<file path="src/design/assert_macros.svh">
`ifndef ASSERT_MACROS_SVH
`define ASSERT_MACROS_SVH

// Checks a consequent in the same cycle as its antecedent.
`define RDBB_ASSERT_SAME(lbl, ante, cons, msg) \
    lbl: assert property (@(posedge clk) disable iff (!rst_n) (ante) |-> (cons)) \
        else $error(msg);

// Checks a consequent in the cycle after its antecedent.
`define RDBB_ASSERT_NEXT(lbl, ante, cons, msg) \
    lbl: assert property (@(posedge clk) disable iff (!rst_n) (ante) |=> (cons)) \
        else $error(msg);

`endif

</file>
<file path="src/design/rdbb_pkg.sv">
package rdbb_pkg;

    localparam int MAX_WIDTH  = 2048;
    localparam int MAX_HEIGHT = 2048;
    localparam int MAX_LENGTH = 15;
    localparam int COL_W      = 11;
    localparam int SLOT_W     = 4;
    localparam int ADDR_W     = SLOT_W + COL_W;
    localparam int MEM_DEPTH  = MAX_LENGTH * MAX_WIDTH;
    localparam int ACC_W      = 12;
    localparam int PEND_W     = 15;

    localparam logic [1:0] REG_WIDTH     = 2'd0;
    localparam logic [1:0] REG_HEIGHT    = 2'd1;
    localparam logic [1:0] REG_LENGTH    = 2'd2;
    localparam logic [1:0] REG_DIRECTION = 2'd3;

    localparam logic OP_PIXEL = 1'b0;
    localparam logic OP_DRAIN = 1'b1;

    typedef struct packed {
        logic       opcode;
        logic [7:0] in_red;
        logic [7:0] in_green;
        logic [7:0] in_blue;
    } pix_req_t;

    typedef struct packed {
        logic [7:0] out_red;
        logic [7:0] out_green;
        logic [7:0] out_blue;
        logic       frame_end;
    } res_req_t;

    typedef struct packed {
        logic clear;
        logic acc;
        logic step;
    } lane_ctrl_t;

    // Row number modulo the number of stored rows, using 16 = 1 (mod 15).
    function automatic logic [SLOT_W-1:0] row_slot(input logic [COL_W-1:0] row);
        logic [5:0] s1;
        logic [4:0] s2;
        s1 = 6'(row[3:0]) + 6'(row[7:4]) + 6'(row[10:8]);
        s2 = 5'(s1[3:0]) + 5'(s1[5:4]);
        if (s2 >= 5'(MAX_LENGTH))
        begin
            s2 = s2 - 5'(MAX_LENGTH);
        end
        return s2[SLOT_W-1:0];
    endfunction

endpackage

</file>
<file path="src/design/rdbb_merge.sv">
module rdbb_merge (
    input  logic                clk,
    input  logic                rst_n,
    input  logic                load,
    input  logic                no_taps,
    input  logic                frame_end,
    input  logic [7:0]          red_q,
    input  logic [7:0]          green_q,
    input  logic [7:0]          blue_q,
    input  logic                res_stall,
    output logic                res_valid,
    output rdbb_pkg::res_req_t  res_data,
    output logic                ready
);

    logic                valid_reg;
    rdbb_pkg::res_req_t  data_reg;

    assign ready     = !valid_reg || !res_stall;
    assign res_valid = valid_reg;
    assign res_data  = data_reg;

    always_ff @(posedge clk or negedge rst_n)
    begin
        if (!rst_n)
        begin
            valid_reg <= 1'b0;
        end
        else if (ready)
        begin
            valid_reg <= load;
        end
    end

    always_ff @(posedge clk)
    begin
        if (ready && load)
        begin
            data_reg.out_red   <= no_taps ? 8'd0 : red_q;
            data_reg.out_green <= no_taps ? 8'd0 : green_q;
            data_reg.out_blue  <= no_taps ? 8'd0 : blue_q;
            data_reg.frame_end <= frame_end;
        end
    end

endmodule

</file>
<file path="config.mk">
export PLATFORM = sky130hd
export DESIGN_NAME = rdbb_merge
export DESIGN_NICKNAME = d
export VERILOG_FILES = /design/src/design/assert_macros.svh /design/src/design/rdbb_pkg.sv /design/src/design/rdbb_merge.sv
export SDC_FILE = /design/constraint.sdc
export NUM_CORES = 1
export LEC_CHECK = 0
export BUFFER_PORTS_ARGS = -buffer_cell sky130_fd_sc_hd__buf_2
export CORE_UTILIZATION = 38
export CTS_CLUSTER_DIAMETER = 30
export DETAILED_ROUTE_END_ITERATION = 6
export GPL_ROUTABILITY_DRIVEN = 0
export PLACE_DENSITY = 0.77
export SLEW_MARGIN = 15
export SYNTH_ARGS = -nofsm -noshare
export SYNTH_HDL_FRONTEND = slang
export SYNTH_SLANG_ARGS = --single-unit
</file>
<file path="constraint.sdc">
create_clock -name clk -period 2.7 [get_ports clk]
set_input_delay 0.675 -clock clk [delete_from_list [all_inputs] [get_ports clk]]
set_output_delay 0.675 -clock clk [all_outputs]
set_load 0.02 [all_outputs]
</file>
==> impl_metrics.yaml, run 1 <==
placement:
  hpwlAfterDp_um: 1294
  port_buffers: 56
  post-place-ws_ns: 0.7980
routing:
  antenna_left: 0
  viasPerCell: 4.389
  firstDrtPassIters: 4
  vias: 632
  wl_um: 1693
  remaining_drc_errors: 0
  drt-initial-drc-count: 7
  wire_per_inst_um: 11.76
synthesis:
  synth_top_area_share_pct: 74.53
  yosysTopAreaCell: "edfxtp_1"
  syn-instance-count: 55
  yosys_warnings: 0
  synth_fp_nets: 85
  synthTopCellsByArea: "edfxtp_1, nor2b_2, nor2b_1, and2b_1, dfrtp_1"
  synth_seq_cells: 26
  syn_avg_cell_area_um2: 18.31
  syn_area_um2: 1007
  synth.distinct_cells: 9
  ys_seq_area_share_pct: 77.02
layout:
  finish.utilization_pct: 53.60
  fillers: 217
  nNetsFinal: 145
  num_antenna_cells: 0
  register_area_um2: 775.7
  multi_input_area_um2: 212.7
  area_growth_pct: 33.04
  drive_above_1_share_pct: 65.79
floorplan:
  die-area_um2: 2861
  io_pins: 57
  rows: 18
  initial_core_util_pct: 40.29
  die_w_um: 53.49
  die_y_um: 53.49
  core_um2: 2500
timing:
  worst_slew_pin_slew_ns: 0.5307
  min_period_ns: 1.669
  setup_viol: 0
  fmax_mhz: 599.1
  fin_crit_sh_pct: 61.82
  hold_violations: 0
  setup_ws_ns: 1.031
  relSlewSlack_pct: 64.62
  rsz0062_at_grt: "false"
  fin_skew_ns: 0.006005
  finalSetupTns_ns: 0
  report.final.slew_viol_count: 0
worst_setup_path:
  crit_required_ns: 2.03
  start_kind: "primary input"
  slowest_delay_ns: 0.15
  crit_type: "primary input to output pin"
  path_cells: "buf_2 > nand2_1 > buf_2"
  arrival_ns: 0.99
  crit_path_end_kind: "output pin"
  cp_slowest_cell: "buf_2"
  path_max_fanout: 3
  cpMostUsedCell: "buf_2"
grt:
  grt_pass1_vias: 631
  grt_max_degree: 25
  grt_pass1_wl_um: 2670
  gr-total-overflow: 0
  antenna_found_initial: 0
  grt.total_usage_pct: 14.25
clock_tree:
  cts_setup_buffers: 0
  cts_tree: "yes"
  cts_root_buf: "clkbuf_4"
  cts_made_buffers: 3
  holdBufCountCts: 0
  cts_repair_resize_count: 0
  cts_sinks: 26
  clkSlewWorstSetupHoldPaths_ns: 0.12
  clock_latency_ns: 0.31
  htreeDepth: 1
  cts_max_path_buffers: 2
pwr:
  seq_power_share_pct: 63.8
  peakVddDrop_mv: 0.3130
  p_sw_share_pct: 23.32
  combPwrFrac_pct: 14.4
  power_frac_clock_pct: 21.8
  p_leak_nw: 0.5914
  switching_power_w: 0.0001740
  p_int_w: 0.0005722
  power_density_nw_per_um2: 556.8
run_status:
  status: "completed"
job:
  max-cap-violations: 0
min_path:
  min_path_type: "primary input to asynchronous set/reset pin"
==> cell usage after synthesis (all sizes together) <==
cell,n
a21boi,1
a21o,1
and2b,4
buf,2
dfrtp,1
edfxtp,25
nand2,1
nor2b,20
==> power by group through the flow <==
stage	clock, W	sequential (W)	combinational [W]
2_1_floorplan	0	0.000516	0.0000329
3_3_place_gp	0	0.000485	0.000106
3_5_place_dp	0	0.000485	0.000110
4_1_cts	0.000167	0.000476	0.000110
5_1_grt	0.000185	0.000479	0.000118
6_report	0.000163	0.000476	0.000108
==> sequential cells by signal, indices dropped and copies added (netlist names) <==
name / count
res_valid: 1
res_data: 25
==> stage by stage <==
stage / power, W / instance area [µm²] / hold slack, ns / std cells
after floorplan: 0.0005492 / 1007 / 0.3794 / 55
after global placement: 0.0005910 / 1314 / 0.4496 / 140
after detailed placement: 0.0005950 / 1314 / 0.4529 / 140
after CTS: 0.0007537 / 1340 / 0.1072 / 144
after global routing: 0.0007814 / 1340 / 0.08676 / 144
final: 0.0007462 / 1340 / 0.1157 / 144
==> layout by cell type, fill, tap and decap left out, drive strengths merged <==
master / count
a21o: 1
buf: 57
nor2b: 20
clkbuf: 4
nand2: 1
edfxtp: 25
and2b: 4
a21boi: 1
dfrtp: 1
==> critical path, delay by kind of cell <==
| kind | cells | cell delay (ns) |
|---|---|---|
| buffers and inverters | 2 | 0.27 |
| AND/OR/NAND/NOR | 1 | 0.05 |
==> routing by layer <==
metal	track usage, %	part of all wire [%]	up-vias
li1	-	-	308
met1	13.79	33	292
met2	25.83	57	30
met3	4.023	8.0	2
met4	9.211	1.6	0
met5	0	0	-
==> worst paths after layout <==
check / cells past startpoint / endpoint / slack (ns) / start
worst max-delay path: 3 / ready / 1.03 / res_stall
worst min-delay path: 1 / res_valid / 0.12 / rst_n
worst max register to register: 2 / res_data[12] / 1.20 / res_valid
worst min register to register: 1 / res_valid / 0.57 / res_valid
max in group asynchronous: 1 / res_valid / 2.50 / rst_n
min in group clk: 1 / res_data[0] / 0.54 / frame_end
==> logic make-up (layout without fill, tap and decap cells) <==
logic type | after synthesis | in the layout | share of synthesized area [%]
AO/OA/AOI/OAI | 2 | 2 | 1.491
AND/OR/NAND/NOR | 25 | 25 | 19.26
flip-flops | 26 | 26 | 77.02
buffers and inverters | 2 | 61 | 2.236
==> layout make-up <==
class                   instances  area share, %
well taps                      30          2.801
repair buffers                 57          21.48
clock buffers                   4          1.961
multi-input cells              27          15.87
flip-flops and latches         26          57.89
(Power assumes the default switching activity.)
==> run 2, diff against run 1 <==
--- a/config.mk
+++ b/config.mk
@@ -5,12 +5,13 @@
 export SDC_FILE = /design/constraint.sdc
 export NUM_CORES = 1
 export LEC_CHECK = 0
+export ABC_AREA = 1
 export BUFFER_PORTS_ARGS = -buffer_cell sky130_fd_sc_hd__buf_2
 export CORE_UTILIZATION = 38
 export CTS_CLUSTER_DIAMETER = 30
 export DETAILED_ROUTE_END_ITERATION = 6
 export GPL_ROUTABILITY_DRIVEN = 0
-export PLACE_DENSITY = 0.77
+export PLACE_DENSITY = 0.78
 export SLEW_MARGIN = 15
 export SYNTH_ARGS = -nofsm -noshare
 export SYNTH_HDL_FRONTEND = slang
==> constraint.sdc (replaced) <==
create_clock -name clk -period 1.4 [get_ports clk]
set_input_delay 0.35 -clock clk [delete_from_list [all_inputs] [get_ports clk]]
set_output_delay 0.35 -clock clk [all_outputs]
set_load 0.02 [all_outputs]
==> run 2 against run 1 <==
Effect of this change:
- sequential share of layout area is 1.1 points lower
- utilization rose by 1.5 points
- largest cell class unchanged
- register-to-register slack worse by 1.0 ns
- clock-buffer cell count is 1 lower
- synthesized cell count increased by 45%
- combinational power rose by 100%
==> impl_metrics.yaml, run 2 <==
clock_tree:
  clkSlewWorstSetupHoldPaths_ns: 0.12
  cts_made_buffers: 3
  clock_latency_ns: 0.31
  cts_sinks: 26
  cts_repair_resize_count: 0
  cts_root_buf: "clkbuf_4"
  htreeDepth: 1
  cts_max_path_buffers: 2
  cts_tree: "yes"
worst_setup_path:
  crit_path_end_kind: "output pin"
  path_delay_family: "flip-flops"
  crit_required_ns: 1.05
  path_depth: 2
  crit_type: "register to output pin"
  path_max_fanout: 3
  reg2reg_from: "res_valid"
  r2r_cells: 3
  cp_slowest_cell: "dfrtp_1"
  path_cells: "nand2_1 > buf_2"
  worst-path-buf-inv: 1
  arrival_ns: 0.96
  slowest_delay_ns: 0.42
  rrSetupSlack_ns: 0.20
  start_kind: "register"
  reg2reg_to: "res_data[0]"
grt:
  antenna_found_initial: 0
  grt.total_usage_pct: 12.59
  grt_pass1_wl_um: 2504
  grt_max_degree: 26
  grt_pass1_vias: 603
  gr-total-overflow: 0
layout:
  drive_above_1_share_pct: 43.97
  area_growth_pct: 37.23
  nNetsFinal: 172
  layout_commonest_cell: "buf_2"
  final_area_um2: 1365
  largest_reg_flops: 25
  fillers: 230
  num_antenna_cells: 0
  finish.utilization_pct: 55.10
  final_cell_mix: "buf_2, inv_1, edfxtp_1"
min_path:
  min_from: "frame_end"
  whs_endpoint: "res_data[0]"
  whs_path_depth: 1
  min_path_type: "primary input to register"
routing:
  antenna_left: 0
  wl_met1_um: 686
  remaining_drc_errors: 0
  viasPerCell: 4.105
  wire_per_inst_um: 10.10
  wl_um: 1727
  drt-initial-drc-count: 6
  vias: 702
  met2_length_um: 920
  wl_met3_um: 102
  highest_layer: "met4"
  firstDrtPassIters: 4
synthesis:
  yosysTopAreaCell: "edfxtp_1"
  syn_avg_cell_area_um2: 12.43
  syn_area_um2: 994.7
  synth_fp_nets: 110
  synth.distinct_cells: 7
  synthTopCellsByCount: "edfxtp_1, inv_1, nor2_1, buf_6, nand2_1"
  yosys_warnings: 0
  synthTopCellsByArea: "edfxtp_1, inv_1, nor2_1, dfrtp_1, buf_6"
  synthFlopType: "edfxtp_1"
  synth_edf_count: 25
  synth_top_area_share_pct: 75.47
  synthArstFlopShare_pct: 3.846
  syn-instance-count: 80
  ys_seq_area_share_pct: 77.99
  synth_seq_cells: 26
timing:
  hold_slack_ns: 0.2266
  finalSetupTns_ns: 0
  worst_slew_pin_slew_ns: 0.3882
  setup_viol: 0
  relSlewSlack_pct: 74.12
  fin_crit_sh_pct: 93.73
  min_period_ns: 1.312
  fin_skew_ns: 0.01579
  setup_ws_ns: 0.08783
  report.final.slew_viol_count: 0
  rsz0062_at_grt: "false"
  fmax_mhz: 762.1
  hold_violations: 0
floorplan:
  initial_core_util_pct: 40.15
  io_pins: 57
  die_w_um: 53.16
  die-area_um2: 2826
  die_y_um: 53.16
  rows: 18
  core_um2: 2477
run_status:
  status: "completed"
pwr:
  power_density_nw_per_um2: 1057
  p_leak_nw: 0.7026
  peakVddDrop_mv: 0.7020
placement:
  post-place-ws_ns: 0.2679
  port_buffers: 56
  hpwlAfterDp_um: 1320
  placedInstanceArea_um2: 1321
job:
  max-cap-violations: 0
[run 2: cell types whose count changed after synthesis]
cell,change
inv_1,+25
nor2_1,+24
nor2b_2,-14
nor2b_1,-6
and2b_1,-4
a21boi_0,-1
a21o_1,-1
a21oi_1,+1
nand2_1,+1
[run 2: through the flow]
| stage | instances | total power [W] |
|---|---|---|
| 2_1_floorplan | 80 | 0.001054 |
| 3_3_place_gp | 165 | 0.001142 |
| 3_5_place_dp | 165 | 0.001151 |
| 4_1_cts | 170 | 0.001454 |
| 5_1_grt | 171 | 0.001517 |
| 6_report | 171 | 0.001443 |
[run 2: cell type report]
type                    instances  area, µm²  share of cell area, %
clock buffers                   3      22.52                  1.650
clock inverters                 1      3.754                 0.2750
inverters                      25      93.84                  6.874
multi-input cells              27      113.9                  8.341
flip-flops and latches         26      775.7                  56.83
well taps                      30      37.54                  2.750
repair buffers                 59      317.8                  23.28
[run 2: timing repair]
item                                    in CTS  in global routing
endpoints found under the hold margin        1                  0
setup buffers                                0                  1
hold buffers                                 1                  0
endpoints found under the setup margin       0                  1
[run 2: layer usage]
layer,vias up,global-route usage (%)
li1,362,-
met1,307,14.55
met2,31,22.36
met3,2,2.586
met4,0,5.263
met5,-,0
[run 2: cell families after synthesis]
family,after synthesis,synth area share [%]
buffers and inverters,27,11.70
flip-flops,26,77.99
AO/OA/AOI/OAI,1,0.5027
AND/OR/NAND/NOR,26,9.812
[run 2: worst max path at each step]
stage,from,end,slack [ns]
CTS,res_valid,ready,0.03
floorplan,res_valid,res_data[0],0.02
global placement,load,res_data[9],0.29
finish,res_valid,ready,0.09
global route,res_valid,ready,0.004
detailed placement,load,res_data[9],0.27
[run 2: power by group]
group	switching [W]	internal (W)	leakage, nW
Clock	0.000205	0.000104	0.0154
Sequential	0.0000103	0.000905	0.256
Combinational	0.000133	0.0000848	0.431
Total	0.000349	0.00109	0.703
[run 2: worst register-to-register path, stage by stage, from the launching register on]
cell	delay (ns)
dfrtp_1	0.42
buf_4	0.15
a21oi_4	0.16
buf_12	0.19
