`src/design/assert_macros.svh`:
```
`ifndef ASSERT_MACROS_SVH
`define ASSERT_MACROS_SVH

// Checks a consequent in the same cycle as its antecedent.
`define RDBB_ASSERT_SAME(lbl, ante, cons, msg) \
    lbl: assert property (@(posedge clk) disable iff (!rst_n) (ante) |-> (cons)) \
        else $error(msg);

// Checks a consequent in the cycle after its antecedent.
`define RDBB_ASSERT_NEXT(lbl, ante, cons, msg) \
    lbl: assert property (@(posedge clk) disable iff (!rst_n) (ante) |=> (cons)) \
        else $error(msg);

`endif

```
`src/design/rdbb_pkg.sv`:
```
package rdbb_pkg;

    localparam int MAX_WIDTH  = 2048;
    localparam int MAX_HEIGHT = 2048;
    localparam int MAX_LENGTH = 15;
    localparam int COL_W      = 11;
    localparam int SLOT_W     = 4;
    localparam int ADDR_W     = SLOT_W + COL_W;
    localparam int MEM_DEPTH  = MAX_LENGTH * MAX_WIDTH;
    localparam int ACC_W      = 12;
    localparam int PEND_W     = 15;

    localparam logic [1:0] REG_WIDTH     = 2'd0;
    localparam logic [1:0] REG_HEIGHT    = 2'd1;
    localparam logic [1:0] REG_LENGTH    = 2'd2;
    localparam logic [1:0] REG_DIRECTION = 2'd3;

    localparam logic OP_PIXEL = 1'b0;
    localparam logic OP_DRAIN = 1'b1;

    typedef struct packed {
        logic       opcode;
        logic [7:0] in_red;
        logic [7:0] in_green;
        logic [7:0] in_blue;
    } pix_req_t;

    typedef struct packed {
        logic [7:0] out_red;
        logic [7:0] out_green;
        logic [7:0] out_blue;
        logic       frame_end;
    } res_req_t;

    typedef struct packed {
        logic clear;
        logic acc;
        logic step;
    } lane_ctrl_t;

    // Row number modulo the number of stored rows, using 16 = 1 (mod 15).
    function automatic logic [SLOT_W-1:0] row_slot(input logic [COL_W-1:0] row);
        logic [5:0] s1;
        logic [4:0] s2;
        s1 = 6'(row[3:0]) + 6'(row[7:4]) + 6'(row[10:8]);
        s2 = 5'(s1[3:0]) + 5'(s1[5:4]);
        if (s2 >= 5'(MAX_LENGTH))
        begin
            s2 = s2 - 5'(MAX_LENGTH);
        end
        return s2[SLOT_W-1:0];
    endfunction

endpackage

```
`src/design/rdbb_lane.sv`:
```
module rdbb_lane (
    input  logic                  clk,
    input  rdbb_pkg::lane_ctrl_t  ctrl,
    input  logic [7:0]            sample,
    input  logic [3:0]            divisor,
    output logic [7:0]            quotient
);

    logic [rdbb_pkg::ACC_W-1:0] quo_reg;
    logic [3:0]                 rem_reg;
    logic [4:0]                 trial;
    logic                       fits;

    // The accumulator doubles as the dividend shift register.
    assign trial    = {rem_reg, quo_reg[rdbb_pkg::ACC_W-1]};
    assign fits     = trial >= {1'b0, divisor};
    assign quotient = quo_reg[7:0];

    always_ff @(posedge clk)
    begin
        if (ctrl.clear)
        begin
            quo_reg <= '0;
            rem_reg <= '0;
        end
        else if (ctrl.acc)
        begin
            quo_reg <= quo_reg + rdbb_pkg::ACC_W'(sample);
        end
        else if (ctrl.step)
        begin
            rem_reg <= fits ? 4'(trial - {1'b0, divisor}) : trial[3:0];
            quo_reg <= {quo_reg[rdbb_pkg::ACC_W-2:0], fits};
        end
    end

endmodule

```
`config.mk`:
```
export PLATFORM = sky130hd
export DESIGN_NAME = rdbb_lane
export DESIGN_NICKNAME = d
export VERILOG_FILES = /design/src/design/assert_macros.svh /design/src/design/rdbb_pkg.sv /design/src/design/rdbb_lane.sv
export SDC_FILE = /design/constraint.sdc
export NUM_CORES = 1
export LEC_CHECK = 0
export BUFFER_PORTS_ARGS = -buffer_cell sky130_fd_sc_hd__clkbuf_2
export CORE_UTILIZATION = 40
export CTS_CLUSTER_SIZE = 40
export DETAILED_ROUTE_END_ITERATION = 6
export SETUP_SLACK_MARGIN = 0.1
export SLEW_MARGIN = 40
export SYNTH_ARGS = -nofsm -noshare
export SYNTH_HDL_FRONTEND = slang
export SYNTH_SLANG_ARGS = --single-unit
```
`constraint.sdc`:
```
create_clock -name clk -period 1.79 [get_ports clk]
set_input_delay 0.179 -clock clk [delete_from_list [all_inputs] [get_ports clk]]
set_output_delay 0.179 -clock clk [all_outputs]
set_load 0.02 [all_outputs]
```
==> results of run 1 <==
[synthesized netlist by cell type]
cell type                   instances  area share, %
sky130_fd_sc_hd__a211oi_1          17            9.0
sky130_fd_sc_hd__dfxtp_1           16             23
sky130_fd_sc_hd__ha_1              12             11
sky130_fd_sc_hd__inv_1             10            2.6
sky130_fd_sc_hd__a21oi_1            9            3.2
sky130_fd_sc_hd__nand2_1            9            2.4
sky130_fd_sc_hd__nor2_1             9            2.4
sky130_fd_sc_hd__buf_4              8            4.2
sky130_fd_sc_hd__clkbuf_1           8            2.1
sky130_fd_sc_hd__nor2b_1            8            3.5
sky130_fd_sc_hd__o21ai_0            8            2.8
sky130_fd_sc_hd__nand2b_1           7            3.1
sky130_fd_sc_hd__xor2_1             6            3.7
sky130_fd_sc_hd__mux2i_1            4            2.8
sky130_fd_sc_hd__nor3b_1            3            1.6
sky130_fd_sc_hd__o22ai_1            3            1.3
sky130_fd_sc_hd__or2_2              3            1.3
sky130_fd_sc_hd__a21o_1             2            1.1
sky130_fd_sc_hd__a31oi_1            2           0.88
sky130_fd_sc_hd__fa_1               2            2.8
sky130_fd_sc_hd__mux2_4             2            2.1
sky130_fd_sc_hd__nor4_1             2           0.88
sky130_fd_sc_hd__o2bb2ai_1          2            1.2
sky130_fd_sc_hd__xnor2_1            2            1.2
sky130_fd_sc_hd__a211o_1            1           0.62
sky130_fd_sc_hd__a21boi_1           1           0.53
sky130_fd_sc_hd__a21oi_2            1           0.62
sky130_fd_sc_hd__a221oi_1           1           0.62
sky130_fd_sc_hd__and3_1             1           0.44
sky130_fd_sc_hd__buf_1              1           0.26
sky130_fd_sc_hd__mux2_2             1           0.79
sky130_fd_sc_hd__nand3_1            1           0.35
sky130_fd_sc_hd__nand3b_1           1           0.53
sky130_fd_sc_hd__nand4_1            1           0.44
sky130_fd_sc_hd__nor2_2             1           0.44
sky130_fd_sc_hd__nor4bb_1           1           0.70
sky130_fd_sc_hd__o211ai_1           1           0.53
sky130_fd_sc_hd__o22ai_2            1           0.88
sky130_fd_sc_hd__o31ai_2            1           0.88
sky130_fd_sc_hd__o32ai_1            1           0.62
sky130_fd_sc_hd__or2b_1             1           0.53
sky130_fd_sc_hd__or4_4              1           0.79
[layer usage]
metal  GRT usage, %  share of wire (%)  routed length [um]  up-vias
met5              0                  0                   0        -
met4          6.667                1.4                  48        0
met3          1.891                2.0                  69        5
met2          30.88                 48                1684       18
met1          26.36                 49                1719      619
li1               -                  -                   -      668
[logic make-up (layout without fill, tap and decap cells)]
group,after synthesis,in the layout
adders and majority gates,14,14
xor gates and xnor gates,8,8
and+or+nand+nor,49,49
DFF,16,16
muxes,7,7
AOI/OAI and AO/OA,51,51
buffers and inverters,27,55
[cell type report]
type	count	share of cell area (%)
timing repair buffer	41	12.95
tap	46	2.977
clock buffer	4	1.877
inverter	10	1.942
sequential	16	17.02
multi-input combinational	129	63.24
[how the worst max path moves through the flow]
stage                from     endpoint  slack, ns  cells past startpoint
2_1_floorplan  quo_reg[0]   quo_reg[6]       0.09                      8
3_3_place_gp   quo_reg[1]  quo_reg[11]      -0.01                      6
3_5_place_dp   quo_reg[0]  quo_reg[11]      -0.03                      7
4_1_cts        rem_reg[2]   rem_reg[0]       0.05                      6
5_1_grt        rem_reg[2]   rem_reg[1]      -0.02                      6
6_report       rem_reg[2]   rem_reg[0]      0.006                      6
[where the power goes]
| group | switching (mW) | internal, mW | leakage [nW] |
|---|---|---|---|
| logic | 0.289 | 0.285 | 0.631 |
| clock network | 0.136 | 0.124 | 0.0210 |
| registers | 0.0355 | 0.388 | 0.134 |
| total | 0.461 | 0.797 | 0.786 |
[per-stage QoR]
stage / util [%] / hold slack (ns) / TNS [ns] / worst slack, ns
after floorplan: - / 0.4771 / 0 / 0.09041
after global placement: 49.26 / 0.4994 / -0.01496 / -0.01496
after detailed placement: 49.26 / 0.5074 / -0.03160 / -0.02753
after CTS: 53.61 / 0.2679 / 0 / 0.05412
after global routing: 57.48 / 0.2891 / -0.05231 / -0.02362
final: 57.48 / 0.2721 / 0 / 0.006154
[worst max-delay path, delay by kind of cell (launching register included)]
| family | cells | cell delay, ns |
|---|---|---|
| flip-flops | 1 | 0.36 |
| AND/OR/NAND/NOR | 2 | 0.59 |
| multiplexers | 1 | 0.29 |
| adder cells (fa/ha/maj) | 1 | 0.16 |
| AO/OA/AOI/OAI | 2 | 0.31 |
[layout by cell type (no fill, tap or decap), types with 2 or more instances in the layout]
master                      count
sky130_fd_sc_hd__nor3b_1        3
sky130_fd_sc_hd__a21o_1         2
sky130_fd_sc_hd__xnor2_1        2
sky130_fd_sc_hd__o22ai_1        3
sky130_fd_sc_hd__dfxtp_2        7
sky130_fd_sc_hd__nor2_1         8
sky130_fd_sc_hd__xor2_1         6
sky130_fd_sc_hd__ha_4           9
sky130_fd_sc_hd__nand2_1        8
sky130_fd_sc_hd__nor2_4         2
sky130_fd_sc_hd__a31oi_1        2
sky130_fd_sc_hd__nand2b_1       6
sky130_fd_sc_hd__inv_1          9
sky130_fd_sc_hd__buf_4         18
sky130_fd_sc_hd__dfxtp_1        9
sky130_fd_sc_hd__or2_2          3
sky130_fd_sc_hd__o2bb2ai_1      2
sky130_fd_sc_hd__a21oi_4        2
sky130_fd_sc_hd__ha_2           2
sky130_fd_sc_hd__clkbuf_4       3
sky130_fd_sc_hd__o21ai_0        6
sky130_fd_sc_hd__mux2i_1        3
sky130_fd_sc_hd__a21oi_1        5
sky130_fd_sc_hd__a211oi_1      15
sky130_fd_sc_hd__clkbuf_2      23
sky130_fd_sc_hd__nor2b_1        7
sky130_fd_sc_hd__mux2_4         2
sky130_fd_sc_hd__a21oi_2        3
[what timing repair did]
action                     4_1_cts  5_1_grt
setup buffers                    3        1
resized for setup               18       23
hold buffers                     0        0
setup endpoints to repair       12       13
pin swaps                        7        8
==> results by group, run 1 <==
Status
  • Run status: complete, no violations

Clocking
  • # H-tree levels: 1
  • Cell at the root of the clock tree: sky130_fd_sc_hd__clkbuf_4
  • Buffer levels on the longest clock path: 2
  • TritonCTS clock tree: done
  • CTS Sinks: 16
  • Clock edge transition at the registers on the reported setup and hold paths: 0.11 ns
  • Clk Latency, worst-skew pair: 0.30 ns
  • Number of buffers inserted during clock tree synthesis: 3

GRT
  • Antenna violations before repair: 0
  • Number of global-route vias before repair: 1,199
  • Total gr overflow: 0
  • Pin count of the biggest net entering global routing: 20
  • Wire length of the first global-routing pass: 5319 um
  • Combined global-route utilization of all metal layers: 19.08%

Drt
  • Number of violations reported at the end of detailed-routing iteration 0: 72
  • Vias per cell: 5.325
  • Post-route DRC: 0
  • Via Count: 1,310
  • Routed length per instance: 14.31 um
  • Drt total wl: 3521 um
  • DR pass1 iterations: 4
  • Antenna viol nets, final: 0

Critical path
  • CP Capture Type: register
  • Worst reg2reg path depth: 6
  • Maximum fanout along the worst path: 4
  • Maximum cell stage delay along the critical path: 0.52 ns
  • Endpoint of the worst register-to-register path: rem_reg[0]
  • Data arrival time of the critical path: 2.02 ns
  • Category of the most critical setup path: reg2reg
  • Worst reg2reg setup slack: 0.006 ns
  • Cell breakdown of the critical path: ha_4 > or4_4 > a21oi_4 > nor2_4 > mux2_4 > o22ai_1
  • Required arrival time at the worst endpoint: 2.02 ns
  • Startpoint of the most critical register-to-register path: rem_reg[2]
  • Cell with the biggest individual delay on the critical path: sky130_fd_sc_hd__or4_4
  • Category of the worst setup path launch point: register

Floorplan
  • Core outline area: 0.003363 mm2
  • Initial core utilization: 42.22%
  • Height of the die: 61.59 um
  • Chip Width: 61.59 um
  • Full die area: 0.003793 mm2
  • Row cnt: 21
  • Top-level I/O count: 24

STA
  • Finish-stage setup viols: 0
  • Max Transition Viols Final: 0
  • Unrepaired setup endpoints after global routing: true
  • Final Hold Violating Endpoints: 0
  • Transition time of the tightest slew-check pin: 0.3895 ns
  • Worst slew slack as a fraction of its limit: 74.04%
  • Final critical path time including I/O delays and setup: 1.784 ns
  • Peak Freq: 560.6 MHz
  • Clock tree skew after final layout: 0.002821 ns
  • Final cycle utilization of the critical path: 99.66%

Cells and area
  • Footprint of the flip-flops and latches: 329.1 um2
  • Synthesis-to-finish area growth: 36.12%
  • Number of filler cells placed in the layout: 325
  • Non-Filler Instances: 246
  • Final #Nets: 231
  • Multi-input logic area: 0.001222 mm2
  • Summed area of non-filler cells in the final layout: 0.001933 mm2
  • Share of cells above drive strength 1: 46.00%
  • Max reg flops: 12
  • Antenna diodes: 0

Synthesis
  • Number of register bits inferred by synthesis: 16
  • XOR/XNOR share of the synthesized area: 4.934%
  • Synth Instances: 172
  • Main combinational cell family by area after synthesis: compound AO/OA/AOI/OAI gates
  • Net count after synthesis: 202
  • Cell variety after synth: 42
  • Post-Synth Simple-Gate Area: 19.38%
  • Warnings from Yosys: 0
  • Post-synthesis compound-gate area fraction: 24.76%
  • Adder-Cell Fraction of Synth Area: 13.39%
  • Multiplexer share of the synthesized area: 5.727%
  • Post-synthesis cell area: 0.001420 mm2
  • Sequential fraction of the synthesis area: 22.56%
  • Mean instance size in the synthesized netlist: 8.256 um2

Pwr
  • Worst voltage drop across the vdd grid: 0.3283 mV
  • Static Leak: 0.7864 nW
  • Power consumption: 1.258 mW
  • Power density cells: 650.6 mW/mm2

Min path
  • Hold wc startpoint: ctrl[1]
  • Endpoint of the worst hold-timing path: quo_reg[1]
  • Path category of the worst min-delay check: in2reg
  • Hold-critical path depth: 2

Placement
  • Routability congestion estimate: 0.7934
  • Post-detailed-placement half-perimeter wirelength: 2415 um
  • Cell area reported after detailed placement: 0.001657 mm2
  • Count of placed standard cells including taps: 238
  • Quantity of I/O buffers inserted on ports: 23

Flow run
  • Max Cap Violations: 0
(Power assumes the default switching activity.)
==> inputs of run 2 (changes only) <==
--- a/config.mk
+++ b/config.mk
@@ -6,6 +6,7 @@
 export NUM_CORES = 1
 export LEC_CHECK = 0
 export BUFFER_PORTS_ARGS = -buffer_cell sky130_fd_sc_hd__clkbuf_2
+export CORE_ASPECT_RATIO = 0.7
 export CORE_UTILIZATION = 40
 export CTS_CLUSTER_SIZE = 40
 export DETAILED_ROUTE_END_ITERATION = 6
==> run 2 against run 1 <==
Global-route usage rose by 1.7 points. Critical path depth is the same. Sequential share of layout area fell by 0.57 points. Maximum frequency increased by 2.0%. Count of clock-buffer cells in the layout stayed put. Non-clock buffer count grew 3. Clock skew fell by 0.00078 ns. Register-to-register slack improved by 0.04 ns. Largest cell class unchanged. Largest power group unchanged.
==> results by group, run 2 (synthesis gave the netlist of run 1 again) <==
Floorplan
  • Row cnt: 17
  • Chip Width: 73.22 um
  • Initial core utilization: 43.64%
  • Height of the die: 51.85 um
  • Core outline area: 0.003254 mm2
  • Full die area: 0.003796 mm2
  • Top-level I/O count: 24

Pwr
  • Power density cells: 684.3 mW/mm2
  • Switch Pwr: 0.4913 mW
  • Combinational share of power: 44.7%
  • Net Sw Frac: 35.49%
  • Static Leak: 0.8211 nW
  • Int Power: 0.8932 mW
  • Worst voltage drop across the vdd grid: 0.4411 mV
  • Power consumption: 1.384 mW
  • Clock share of power: 24.3%
  • Portion of total power attributed to sequential cells: 30.9%

STA
  • Post-layout worst setup margin: 0.04154 ns
  • Peak Freq: 571.9 MHz
  • Finish-stage setup viols: 0
  • Max Transition Viols Final: 0
  • Unrepaired setup endpoints after global routing: true
  • Final cycle utilization of the critical path: 97.68%
  • Worst slew slack as a fraction of its limit: 72.41%
  • Transition time of the tightest slew-check pin: 0.4139 ns
  • Final critical path time including I/O delays and setup: 1.748 ns
  • Worst hold-check slack: 0.3645 ns
  • Clock tree skew after final layout: 0.002043 ns
  • Final Hold Violating Endpoints: 0

Cells and area
  • Synthesis-to-finish area growth: 42.47%
  • Most frequent cells in the layout: sky130_fd_sc_hd__clkbuf_2 (23), sky130_fd_sc_hd__buf_4 (21), sky130_fd_sc_hd__a211oi_1 (13)
  • Most common cell after layout, fill and taps aside: sky130_fd_sc_hd__clkbuf_2
  • Non-Filler Instances: 250
  • Max reg flops: 12
  • Final #Nets: 234
  • Number of filler cells placed in the layout: 270
  • Antenna diodes: 0
  • Share of cells above drive strength 1: 51.23%

GRT
  • Number of global-route vias before repair: 1,290
  • Pin count of the biggest net entering global routing: 20
  • Wire length of the first global-routing pass: 5982 um
  • Combined global-route utilization of all metal layers: 20.76%
  • Total gr overflow: 0
  • Antenna violations before repair: 0

Critical path
  • CP Capture Type: register
  • Category of the worst setup path launch point: register
  • Data arrival time of the critical path: 1.93 ns
  • Category of the most critical setup path: reg2reg
  • Maximum fanout along the worst path: 4
  • Required arrival time at the worst endpoint: 1.97 ns
  • Worst reg2reg path depth: 6
  • Worst reg2reg setup slack: 0.04 ns

Drt
  • Number of violations reported at the end of detailed-routing iteration 0: 110
  • Antenna viol nets, final: 0
  • Vias per cell: 5.640
  • DR pass1 iterations: 4
  • Via Count: 1,410
  • Drt total wl: 3843 um
  • Routed length per instance: 15.37 um
  • Post-route DRC: 0

Status
  • Run status: complete, no violations

Clocking
  • Clock edge transition at the registers on the reported setup and hold paths: 0.07 ns
  • Cell at the root of the clock tree: sky130_fd_sc_hd__clkbuf_8
  • Buffer levels on the longest clock path: 2
  • CTS Sinks: 16
  • TritonCTS clock tree: done
  • Clk Latency, worst-skew pair: 0.25 ns
  • # H-tree levels: 1
  • Number of buffers inserted during clock tree synthesis: 3

Placement
  • Worst slack after detailed placement: -0.03051 ns
  • Count of placed standard cells including taps: 240
  • Routability congestion estimate: 0.8027
  • Quantity of I/O buffers inserted on ports: 23
  • Post-detailed-placement half-perimeter wirelength: 2700 um

Min path
  • Path category of the worst min-delay check: in2reg
  • Hold-critical path depth: 2

Flow run
  • Max Cap Violations: 0
[run 2: cell types whose count changed in the layout (fill, tap and decap cells not counted), moves of 3 or more]
cell | before | now
sky130_fd_sc_hd__buf_4 | 18 | 21
sky130_fd_sc_hd__clkbuf_4 | 3 | 0
sky130_fd_sc_hd__clkbuf_8 | 1 | 4
sky130_fd_sc_hd__dfxtp_1 | 9 | 6
sky130_fd_sc_hd__dfxtp_2 | 7 | 10
[run 2: stage by stage]
stage / setup TNS [ns] / area (um2) / util (%)
after floorplan: 0 / 1473 / -
after global placement: 0 / 1665 / 51.17
after detailed placement: -0.05175 / 1665 / 51.17
after CTS: 0 / 1836 / 56.40
after global routing: -0.02947 / 2023 / 62.17
final: 0 / 2023 / 62.17
[run 2: cell type report]
| type | instances | area [um2] | share of cell area (%) |
|---|---|---|---|
| clock buffers | 4 | 55.05 | 2.721 |
| inverters | 10 | 37.54 | 1.855 |
| multi-input cells | 129 | 1266 | 62.58 |
| flip-flops and latches | 16 | 332.8 | 16.45 |
| repair buffers | 44 | 272.8 | 13.48 |
| well taps | 47 | 58.81 | 2.907 |
[run 2: path summary, 6_finish.rpt]
path | start | end
worst max-delay path | rem_reg[1] | rem_reg[1]
worst min-delay path | ctrl[2] | rem_reg[2]
worst max register to register | rem_reg[1] | rem_reg[1]
worst min register to register | rem_reg[0] | rem_reg[0]
[run 2: per-layer routing]
| layer | wire (um) | global-route usage [%] |
|---|---|---|
| met4 | 51 | 2.941 |
| met5 | 0 | 0 |
| met2 | 1747 | 33.33 |
| met1 | 1814 | 28.74 |
| met3 | 229 | 5.039 |
[run 2: critical path, stage by stage (launching register included)]
cell and delay (ns):
sky130_fd_sc_hd__dfxtp_2 0.34, sky130_fd_sc_hd__ha_4 0.16, sky130_fd_sc_hd__or4_4 0.52, sky130_fd_sc_hd__a21oi_4 0.16, sky130_fd_sc_hd__nor2_4 0.07, sky130_fd_sc_hd__mux2_4 0.30
sky130_fd_sc_hd__o22ai_2 0.13
[run 2: power by group through the flow]
stage,clock network [mW],logic [mW],registers [mW]
2_1_floorplan,0,0.350,0.417
3_5_place_dp,0,0.470,0.422
4_1_cts,0.341,0.523,0.416
3_3_place_gp,0,0.459,0.420
6_report,0.337,0.619,0.428
5_1_grt,0.358,0.669,0.431
[run 2: repair_timing]
item	4_1_cts	5_1_grt
hold buffers	0	0
setup buffers	3	3
setup endpoints to repair	12	13
pin swaps	6	15
resized for setup	19	34
==> inputs of run 3 (changes only) <==
--- a/config.mk
+++ b/config.mk
@@ -7,9 +7,10 @@
 export LEC_CHECK = 0
 export BUFFER_PORTS_ARGS = -buffer_cell sky130_fd_sc_hd__clkbuf_2
 export CORE_ASPECT_RATIO = 0.7
-export CORE_UTILIZATION = 40
+export CORE_UTILIZATION = 50
 export CTS_CLUSTER_SIZE = 40
 export DETAILED_ROUTE_END_ITERATION = 6
+export PLACE_DENSITY = 0.75
 export SETUP_SLACK_MARGIN = 0.1
 export SLEW_MARGIN = 40
 export SYNTH_ARGS = -nofsm -noshare
==> run 3 against run 2 <==
The flow now finishes with violations (negative setup slack). Flip-flop and latch count stayed put. Cell count is 6.4% lower. Wire length is 14% higher. Final area is 3.6% lower. First-iteration DRC count is 27% higher. Via count is 5.5% higher. Critical path type unchanged. Critical endpoint is now rem_reg[0]. Largest cell class unchanged. Highest routed layer unchanged.
==> results by group, run 3 (synthesis gave the netlist of run 1 again) <==
Drt
  • DR pass1 iterations: 5
  • Sum of met2 wire segment lengths after detailed routing: 2151 um
  • Via Count: 1,487
  • Number of violations reported at the end of detailed-routing iteration 0: 140
  • Vias per cell: 6.355
  • Drt total wl: 4374 um
  • Antenna viol nets, final: 0
  • Routed length per instance: 18.69 um
  • Met1 wire length: 1807 um
  • Routed length on met3: 318 um
  • Highest routed layer: met4
  • Post-route DRC: 0

STA
  • Final cycle utilization of the critical path: 100.4%
  • Transition time of the tightest slew-check pin: 0.3968 ns
  • Peak Freq: 556.4 MHz
  • Worst hold-check slack: 0.3716 ns
  • Max Transition Viols Final: 0
  • Worst slew slack as a fraction of its limit: 73.54%
  • Final Hold Violating Endpoints: 0
  • Clock tree skew after final layout: 0.004101 ns
  • Finish-stage setup viols: 2
  • Final critical path time including I/O delays and setup: 1.797 ns
  • Unrepaired setup endpoints after global routing: true
  • Post-layout worst setup margin: -0.007311 ns

Pwr
  • Portion of total power attributed to sequential cells: 32.1%
  • Power consumption: 1.332 mW
  • Int Power: 0.8356 mW
  • Switch Pwr: 0.4968 mW
  • Power density cells: 683.5 mW/mm2
  • Worst voltage drop across the vdd grid: 0.4278 mV
  • Net Sw Frac: 37.29%
  • Static Leak: 0.8038 nW
  • Combinational share of power: 46.1%
  • Clock share of power: 21.7%

Placement
  • Count of placed standard cells including taps: 224
  • Routability congestion estimate: 0.8299
  • Post-detailed-placement half-perimeter wirelength: 2505 um
  • Quantity of I/O buffers inserted on ports: 23

Clocking
  • Clock edge transition at the registers on the reported setup and hold paths: 0.07 ns
  • Number of buffers inserted during clock tree synthesis: 3
  • TritonCTS clock tree: done
  • Cell at the root of the clock tree: sky130_fd_sc_hd__clkbuf_8
  • Clk Latency, worst-skew pair: 0.26 ns
  • Buffer levels on the longest clock path: 2
  • # H-tree levels: 1
  • CTS Sinks: 16
  • CTS Hold Buffers Added: 0

Floorplan
  • Chip Width: 65.70 um
  • Full die area: 0.003061 mm2
  • Top-level I/O count: 24
  • Core outline area: 0.002571 mm2
  • Height of the die: 46.59 um
  • Row cnt: 15
  • Initial core utilization: 55.23%

Min path
  • Path category of the worst min-delay check: in2reg

GRT
  • Total gr overflow: 0
  • Antenna violations before repair: 0
  • Number of global-route vias before repair: 1,235
  • Pin count of the biggest net entering global routing: 20
  • Wire length of the first global-routing pass: 5602 um
  • Combined global-route utilization of all metal layers: 24.80%

Cells and area
  • Final #Nets: 232
  • Footprint of the flip-flops and latches: 329.1 um2
  • Max reg flops: 12
  • Post-Route Utilization: 75.82%
  • Most frequent cells in the layout: sky130_fd_sc_hd__clkbuf_2 (23), sky130_fd_sc_hd__buf_4 (19), sky130_fd_sc_hd__a211oi_1 (14)
  • Non-Filler Instances: 234
  • Multi-input logic area: 0.001241 mm2
  • Antenna diodes: 0
  • Most common cell after layout, fill and taps aside: sky130_fd_sc_hd__clkbuf_2
  • Share of cells above drive strength 1: 46.00%
  • Number of filler cells placed in the layout: 162
  • Synthesis-to-finish area growth: 37.27%

Flow run
  • Max Cap Violations: 0

Critical path
  • Startpoint of the most critical register-to-register path: rem_reg[1]
  • Category of the worst setup path launch point: register
  • Maximum fanout along the worst path: 4
  • CP Capture Point: rem_reg[0]
  • Category of the most critical setup path: reg2reg
  • Data arrival time of the critical path: 1.99 ns
  • Cell breakdown of the critical path: ha_2 > or2_2 > a21boi_2 > nor2_4 > mux2_4 > o22ai_2
  • Crit path from: rem_reg[1]
  • Endpoint of the worst register-to-register path: rem_reg[0]
  • CP Capture Type: register
  • Required arrival time at the worst endpoint: 1.98 ns
  • Cell with the biggest individual delay on the critical path: sky130_fd_sc_hd__dfxtp_1
  • Worst reg2reg setup slack: -0.007 ns
  • Maximum cell stage delay along the critical path: 0.37 ns
  • Worst reg2reg path depth: 6

Status
  • Violated checks: negative setup slack
  • Run status: finished with violations
## run 3: how the worst min path moves through the flow
| stage | startpoint | to | slack (ns) | cells past startpoint |
|---|---|---|---|---|
| floorplan | rem_reg[0] | rem_reg[0] | 0.48 | 2 |
| global placement | rem_reg[2] | rem_reg[2] | 0.50 | 2 |
| detailed placement | rem_reg[2] | rem_reg[2] | 0.51 | 2 |
| CTS | ctrl[2] | rem_reg[2] | 0.36 | 2 |
| global route | divisor[0] | rem_reg[0] | 0.39 | 4 |
| finish | ctrl[2] | quo_reg[7] | 0.37 | 2 |
## run 3: final cells by class
type | instances | share of cell area [%]
Sequential cell | 16 | 16.88
Multi-Input combinational cell | 129 | 63.67
Tap cell | 34 | 2.182
Timing Repair Buffer | 42 | 13.22
Clock buffer | 3 | 2.118
Inverter | 10 | 1.926
## run 3: power by group through the flow
stage / Combinational [mW] / Clock (mW) / Sequential (mW)
3_3_place_gp: 0.441 / 0 / 0.422
2_1_floorplan: 0.350 / 0 / 0.417
3_5_place_dp: 0.451 / 0 / 0.424
5_1_grt: 0.651 / 0.299 / 0.432
4_1_cts: 0.501 / 0.289 / 0.416
6_report: 0.615 / 0.289 / 0.428
## run 3: metrics by stage
step	setup TNS, ns	setup WS [ns]	cell area, um2
finish	-0.009661	-0.007311	1949
global placement	0	0.01573	1627
global route	-0.07461	-0.03487	1949
CTS	0	0.04633	1772
floorplan	0	0.09041	1473
detailed placement	-0.03573	-0.03527	1627
## run 3: repair_timing
item,CTS,global route
endpoints found under the setup margin,12,13
endpoints found under the hold margin,0,0
buffers inserted,2,5
resized for setup,17,28
pin swaps,6,12
## run 3: worst max-delay path, delay by kind of cell (launching register included)
family | cells | cell delay (ns)
muxes | 1 | 0.31
and+or+nand+nor | 2 | 0.38
DFF | 1 | 0.37
adders and majority gates | 1 | 0.31
AOI/OAI and AO/OA | 2 | 0.34
## run 3: routing by layer
layer  vias up  global-route usage [%]
met5         -                       0
met4         0                   5.217
met3        16                   6.436
met2        95                   41.43
met1       704                   32.40
li1        672                       -
